<file path="src/sv/m4inv_pkg.sv">
// Package for the 4x4 fixed-point matrix inverse unit.
// Holds the shared widths, state and phase codes, the MAC item structs and the index helpers.
// Depends on nothing; every other file of the block uses it by scoped names.
package m4inv_pkg;

	localparam int ELEM_W    = 32;
	localparam int FRAC_BITS = 16;
	localparam int LIMB_W    = 33;
	localparam int PROD_W    = ELEM_W + LIMB_W;
	localparam int MINOR_W   = 2 * ELEM_W + 1;
	localparam int COF_W     = 100;
	localparam int CMAG_W    = 96;
	localparam int DET_W     = 131;
	localparam int DMAG_W    = DET_W - 1;
	localparam int ACC_W     = 132;
	localparam int QBITS     = ELEM_W + 2;
	localparam int DSH_W     = DMAG_W + QBITS;
	localparam int NUM_SH    = 2 * FRAC_BITS + 1;
	localparam int DRAIN_CYC = 5;

	typedef enum logic [2:0] {
		ST_LOAD,
		ST_MAC,
		ST_DRAIN,
		ST_DIV_START,
		ST_DIV_WAIT,
		ST_EMIT
	} state_t;

	typedef enum logic [1:0] {
		PH_MINOR,
		PH_COF,
		PH_DET
	} phase_t;

	typedef struct packed {
		phase_t     kind;
		logic [3:0] idx;
	} dst_t;

	typedef struct packed {
		logic              valid;
		logic [ELEM_W-1:0] x;
		logic [LIMB_W-1:0] y;
		logic [1:0]        limb;
		logic              neg;
		logic              last;
		dst_t              dst;
	} mac_op_t;

	typedef struct packed {
		logic             valid;
		dst_t             dst;
		logic [ACC_W-1:0] value;
	} mac_res_t;

	// Columns {c0, c1} of the 2x2 minor with the given column-pair index.
	function automatic logic [3:0] minor_cols(input logic [2:0] q);
		logic [3:0] r;
		unique case (q)
			3'd0:    r = {2'd0, 2'd1};
			3'd1:    r = {2'd0, 2'd2};
			3'd2:    r = {2'd0, 2'd3};
			3'd3:    r = {2'd1, 2'd2};
			3'd4:    r = {2'd1, 2'd3};
			default: r = {2'd2, 2'd3};
		endcase
		return r;
	endfunction

	// Column-pair index of columns a and b, with a below b.
	function automatic logic [2:0] pair_index(input logic [1:0] a, input logic [1:0] b);
		logic [2:0] r;
		if (a == 2'd0) begin
			r = {1'b0, b} - 3'd1;
		end else if (a == 2'd1) begin
			r = {1'b0, b} + 3'd1;
		end else begin
			r = 3'd5;
		end
		return r;
	endfunction

	// The j-th column left over when column c is struck out.
	function automatic logic [1:0] col_skip(input logic [1:0] c, input logic [1:0] j);
		logic [1:0] r;
		r = (j < c) ? j : j + 2'd1;
		return r;
	endfunction

endpackage

</file>
<file path="src/sv/m4inv_mac.sv">
// Shared multiply-accumulate unit of the 4x4 matrix inverse unit.
// One 32x33 signed product per cycle, shifted by its limb and summed into a wide accumulator.
// Depends on m4inv_pkg.
module m4inv_mac (
	input  logic                clk,
	input  logic                arst_n,
	input  m4inv_pkg::mac_op_t  op,
	output m4inv_pkg::mac_res_t res
);

	logic                                 valid_s2;
	logic signed [m4inv_pkg::PROD_W-1:0]  prod_s2;
	logic [1:0]                           limb_s2;
	logic                                 neg_s2;
	logic                                 last_s2;
	m4inv_pkg::dst_t                      dst_s2;
	logic [m4inv_pkg::ACC_W-1:0]          acc_q;
	logic [m4inv_pkg::ACC_W-1:0]          term;
	logic [m4inv_pkg::ACC_W-1:0]          sum;

	always_ff @(posedge clk or negedge arst_n) begin
		if (!arst_n) begin
			valid_s2 <= 1'b0;
		end else begin
			valid_s2 <= op.valid;
		end
	end

	always_ff @(posedge clk) begin
		prod_s2 <= $signed(op.x) * $signed(op.y);
		limb_s2 <= op.limb;
		neg_s2  <= op.neg;
		last_s2 <= op.last;
		dst_s2  <= op.dst;
	end

	always_comb begin
		term = {{(m4inv_pkg::ACC_W - m4inv_pkg::PROD_W){prod_s2[m4inv_pkg::PROD_W-1]}}, prod_s2};
		term = term << {limb_s2, 5'b0};
		sum  = neg_s2 ? acc_q - term : acc_q + term;
	end

	always_ff @(posedge clk or negedge arst_n) begin
		if (!arst_n) begin
			acc_q <= '0;
			res   <= '0;
		end else begin
			res.valid <= valid_s2 && last_s2;
			res.dst   <= dst_s2;
			res.value <= sum;
			if (valid_s2) begin
				acc_q <= last_s2 ? '0 : sum;
			end
		end
	end

endmodule

</file>
<file path="config.mk">
export PLATFORM = sky130hd
export DESIGN_NAME = m4inv_mac
export DESIGN_NICKNAME = d
export VERILOG_FILES = /design/src/sv/m4inv_pkg.sv /design/src/sv/m4inv_mac.sv
export SDC_FILE = /design/constraint.sdc
export NUM_CORES = 2
export LEC_CHECK = 0
export ABC_AREA = 1
export BUFFER_PORTS_ARGS = -buffer_cell sky130_fd_sc_hd__buf_4
export CAP_MARGIN = 5
export CORE_UTILIZATION = 55
export DETAILED_ROUTE_END_ITERATION = 8
export PLACE_DENSITY = 0.73
export REMOVE_ABC_BUFFERS = 1
export SLEW_MARGIN = 30
export SYNTH_ARGS = -nofsm -noshare
export SYNTH_HDL_FRONTEND = slang
export SYNTH_SLANG_ARGS = --single-unit
</file>
<file path="constraint.sdc">
create_clock -name clk -period 4.5 [get_ports clk]
set_input_delay 0.225 -clock clk [delete_from_list [all_inputs] [get_ports clk]]
set_output_delay 0.225 -clock clk [all_outputs]
set_load 0.01 [all_outputs]
</file>
# Word-level counts from Yosys, hierarchy flattened
# Index checks and enable logic that the tools add are counted.
word_totals:
  inputBits: 78
  regBits: 347
  elab_cells: 19
op_classes:
  addsub: 2
  reduce_logical: 1
  mux: 2
  shift: 1
  mul: 1
op_table:
  columns: ["operator", "n"]
  rows:
  - ["two-way mux 132 bit", 2]
  - ["adder 132 bit", 1]
  - ["left shift 132 x 7 -> 132 bit", 1]
  - ["subtractor 132 bit", 1]
  - ["multiplier 32 x 33 -> 65 bit", 1]
  - ["logical AND 1 bit", 1]

# Logic depth before layout (Yosys ltp)
depth:
  depth_word: 4
  mapped_depth: 35
  depth_no_buf: 33

# Least setup slack after synthesis
# OpenSTA, ideal clock, no wires.
synth_path:
  path_kind: "input to register"
  from: "input port op[50] (netlist bit)"
  to: "register prod_s2[59] (netlist bit)"
  setup_slack_ns: -2.607
  arrival_time_ns: 6.981
  setup_ns: 0.126
  t_required_ns: 4.374
  stages: 26
  n_path_buf: 2
  path_cell_list: "clkbuf_1 -> clkbuf_1 -> nand2_1 -> inv_1 -> fa_1 -> inv_1 -> fa_1 -> inv_1 -> fa_1 -> fa_1 -> inv_1 -> fa_1 -> inv_1 -> fa_1 -> inv_1 -> fa_1 -> fa_1 -> inv_1 -> ha_1 -> a21oi_1 -> inv_1 -> a21oi_1 -> inv_1 -> a221oi_1 -> o211ai_1 -> xor2_1"
synth_between:
  elab_chain_len: 1
synth_lines:
  columns: ["item", "line_no", "source"]
  rows:
  - ["start, declared", "m4inv_mac.sv:7", "input m4inv_pkg::mac_op_t op,"]
  - ["multiplier 32 x 33 -> 65 bit", "m4inv_mac.sv:30", "prod_s2 <= $signed(op.x) * $signed(op.y);"]
  - ["end signal, assigned", "m4inv_mac.sv:30", null]
  - ["end, declared", "m4inv_mac.sv:12", "logic signed [m4inv_pkg::PROD_W-1:0] prod_s2;"]
# No other way between the ends.
# A chain may end at the register's enable or synchronous reset.

# Worst setup path after layout
layout_path:
  from: "input port op[59] (netlist bit)"
  to: "register prod_s2[54] (netlist bit)"
# The elaborated chain is that of the path after synthesis.

==> metrics.md <==
| Metric | Value |
|---|---|
| CTS tree | `built` |
| Most area-consuming cells after synthesis | `fa_1, nand2_1, inv_1` |
| First-pass GRT wire length | `between 400 and 500 mm` |
| H-tree depth | `2` |
| Yosys top cell by area | `fa_1` |
| Post-DP HPWL | `233 mm` |
| Core area | `about 120000 sq um` |
| Largest net degree at the start of global routing | `around 110` |
| Hold slack | `roughly 0.26 ns` |
| 1st-iter DRT viols | `about 7000` |
| NumNets Final | `around 13000` |
| Final worst slack | `-2.05 ns` |
| Die span in y | `roughly 350 um` |
| Post-synthesis cell area | `roughly 66000 sq um` |
| Post-synth EDFFs | `0` |
| Min Tclk post-route | `between 6 and 7 ns` |
| Max Fanout on Critical Path | `7` |
| CTS Buffer Depth | `3` |
| GRT Total Usage | `0.459` |
| Area growth syn-to-layout | `34.6%` |
| Largest family of logic cells by synthesized area | `adder cells` |
| Synth async-reset ratio | `0.784` |
| Vias in the first global route | `71736` |
| FF-to-FF setup slack | `-0.75 ns` |
| Clock slew at reported path FFs | `0.08 ns` |
| Worst setup EP type | `flip-flop` |
| ANT nets after route | `0` |
| Cell count after synthesis | `9090` |
| Tcrit/Tclk final | `1.45` |
| R2R cell count | `30` |
| Outcome | `complete, but fails checks` |
| Total grt overflow | `0` |
| DRT Pass-1 Iters | `8` |
| WL per Instance | `23.6 um` |
| Clk_lat worst skew | `around 0.63 ns` |
| Primary FF master, synth | `dfrtp_1` |
| Top Ports | `about 220` |
| Initial core utilization | `0.554` |
| Cell with the most instances after synthesis | `nand2_1` |
| Die W | `approximately 350 um` |
| Die area | `approximately 120000 sq um` |
| Startpoint Class | `input port` |
| Setup violators final | `around 270` |
| Layout fillers | `~9000` |
| Pre-CTS setup slack | `-2.86 ns` |
| Multi-input logic area | `51500 sq um` |
| Worst slew pin tran | `0.961 ns` |
| Clock skew | `0.0368 ns` |
| DRC violations left | `0` |
| XOR/XNOR Fraction of Synth Area | `0.0355` |
| Cell variety after synth | `59` |
| Simple-Gate Fraction of Synth Area | `0.229` |
| DR vias | `just over 70000` |
| Commonest cells in the netlist | `nand2_1, inv_1, fa_1, nor2_1, a21oi_1` |
| WS Path Type | `input port to flip-flop` |
| HP Class | `input port to async pin` |
| Compound-Gate Fraction of Synth Area | `0.0729` |
| Reg area | `8320 sq um` |
| Hold Fails Final Rpt | `0` |
| Post-DP Area | `roughly 83000 sq um` |
| Mean cell area of the mapped netlist | `approximately 7.3 sq um` |
| # port buffers | `216` |
| Adder-Cell Fraction of Synth Area | `0.396` |
| Violated checks | `setup timing` |
| Seq/Total Area, Yosys | `0.125` |
| Placer congestion estimate | `approximately 1.1` |
| CP required | `about 5.0 ns` |
| Mux share of post-synthesis cell area | `0` |
| Reg2Reg Capture Point | `res[109]` |
| Final Max Slew Viols | `0` |
| Clock root buffer master | `clkbuf_16` |
| Seq cells post-synth | `roughly 350` |
| Synth top area share | `0.336` |
| Row cnt | `127` |
| Reg-to-reg startpoint | `limb_s2[0]` |
| Wirelength, routed | `between 200 and 300 mm` |
| RSZ-0062 raised after global routing | `true` |
| Cells after DPL | `between 10000 and 15000` |
| Critical Path Source | `op[59]` |
| Worst EP arrival | `7.07 ns` |
| Final instance area | `about 89000 sq um` |
| Max Cap Violations | `0` |
| Via density | `5.60` |
| Fmax | `around 150 MHz` |
| CTS Sinks | `347` |
| Max-slew headroom | `0.359` |
| Layout cells sized above 1 | `0.264` |
| Post-Layout Cell Count | `roughly 13000` |
| Yosys warnings | `0` |
| Initial antenna violation count | `6` |
| Inserted Clock Buffers | `just over 40` |
-- through the flow --
stage | util | TNS, ns
6_report | 0.746 | -194.27
5_1_grt | 0.746 | -254.11
4_1_cts | 0.725 | -147.95
3_5_place_dp | 0.694 | -257.26
2_1_floorplan | - | -380.83
3_3_place_gp | 0.694 | -235.79
-- state kept, by name (all words and copies together) (netlist names) --
signal / flops
prod_s2: 65
neg_s2: 1
limb_s2: 2
dst_s2: 6
valid_s2: 1
res: 139
last_s2: 1
acc_q: 132
-- placed cells by master, fill, tap and decap left out, drive strengths merged, types with 39 or more instances in the layout --
cell type and instances:
a21oi 377, and2 53, buf 2155, clkbuf 56, dfrtp 272, dfxtp 75
fa 1113, ha 318, inv 2168, nand2 2368, nand3 316, nand3b 39
nand4 61, nor2 760, nor3 56, o21ai 341, xnor2 86, xor2 183
-- layout make-up --
class / count / area share
antenna: 1 / 0.0000280
clock buffer: 43 / 0.0117
clock inverter: 32 / 0.00458
inverter: 2155 / 0.0908
multi-input combinational: 6280 / 0.576
sequential: 347 / 0.0931
tap: 1612 / 0.0226
timing repair buffer: 2180 / 0.201
-- critical path, cell delays in order --
cell and delay, ns:
buf_12 0.12, buf_12 0.15, buf_12 0.15, buf_6 0.13, nand2_1 0.07, inv_1 0.06
fa_1 0.48, fa_1 0.55, inv_1 0.07, fa_1 0.40, fa_1 0.54, inv_1 0.05
fa_1 0.60, fa_1 0.47, fa_1 0.49, fa_1 0.46, ha_4 0.29, buf_6 0.13
buf_4 0.14, a31oi_2 0.57, o21ai_2 0.17, a21oi_1 0.22, buf_4 0.15, nand3_2 0.10
a21oi_2 0.15, xnor2_1 0.14
-- cell families (layout without fill, tap and decap cells) --
family,after synthesis,in the layout
buffers and inverters,2463,4410
DFF,347,347
adders and majority gates,1431,1431
other,0,1
xor gates and xnor gates,269,269
AOI/OAI and AO/OA,878,878
and+or+nand+nor,3702,3702
-- how the worst max path moves through the flow --
stage          depth (start not counted)          end  slack (ns)
5_1_grt                               24  prod_s2[54]       -2.15
3_3_place_gp                          29  prod_s2[42]       -2.68
3_5_place_dp                          29  prod_s2[42]       -2.86
2_1_floorplan                          4    acc_q[12]       -2.29
6_report                              26  prod_s2[54]       -2.05
4_1_cts                               27  prod_s2[38]       -1.67
-- what timing repair did --
| item | in CTS | in global routing |
|---|---|---|
| endpoints found under the hold margin | 110 | 0 |
| pin swaps | 141 | 209 |
| resized for setup | 451 | 488 |
| gates cloned | 0 | 13 |
| buffers inserted | 37 | 47 |
| endpoints found under the setup margin | 278 | 286 |
| hold buffers | 12 | 0 |
-- layer usage --
metal	up-vias	wire length (um)	global-route usage
met5	-	40	0
met4	6	36800	0.389
met3	1803	29600	0.0931
met2	4488	136000	0.762
met1	33730	96600	0.506
li1	30773	-	-
Power is left out: the tool's default activity adds up to more than one toggle a clock period on the data nets, which glitch-free logic cannot reach.
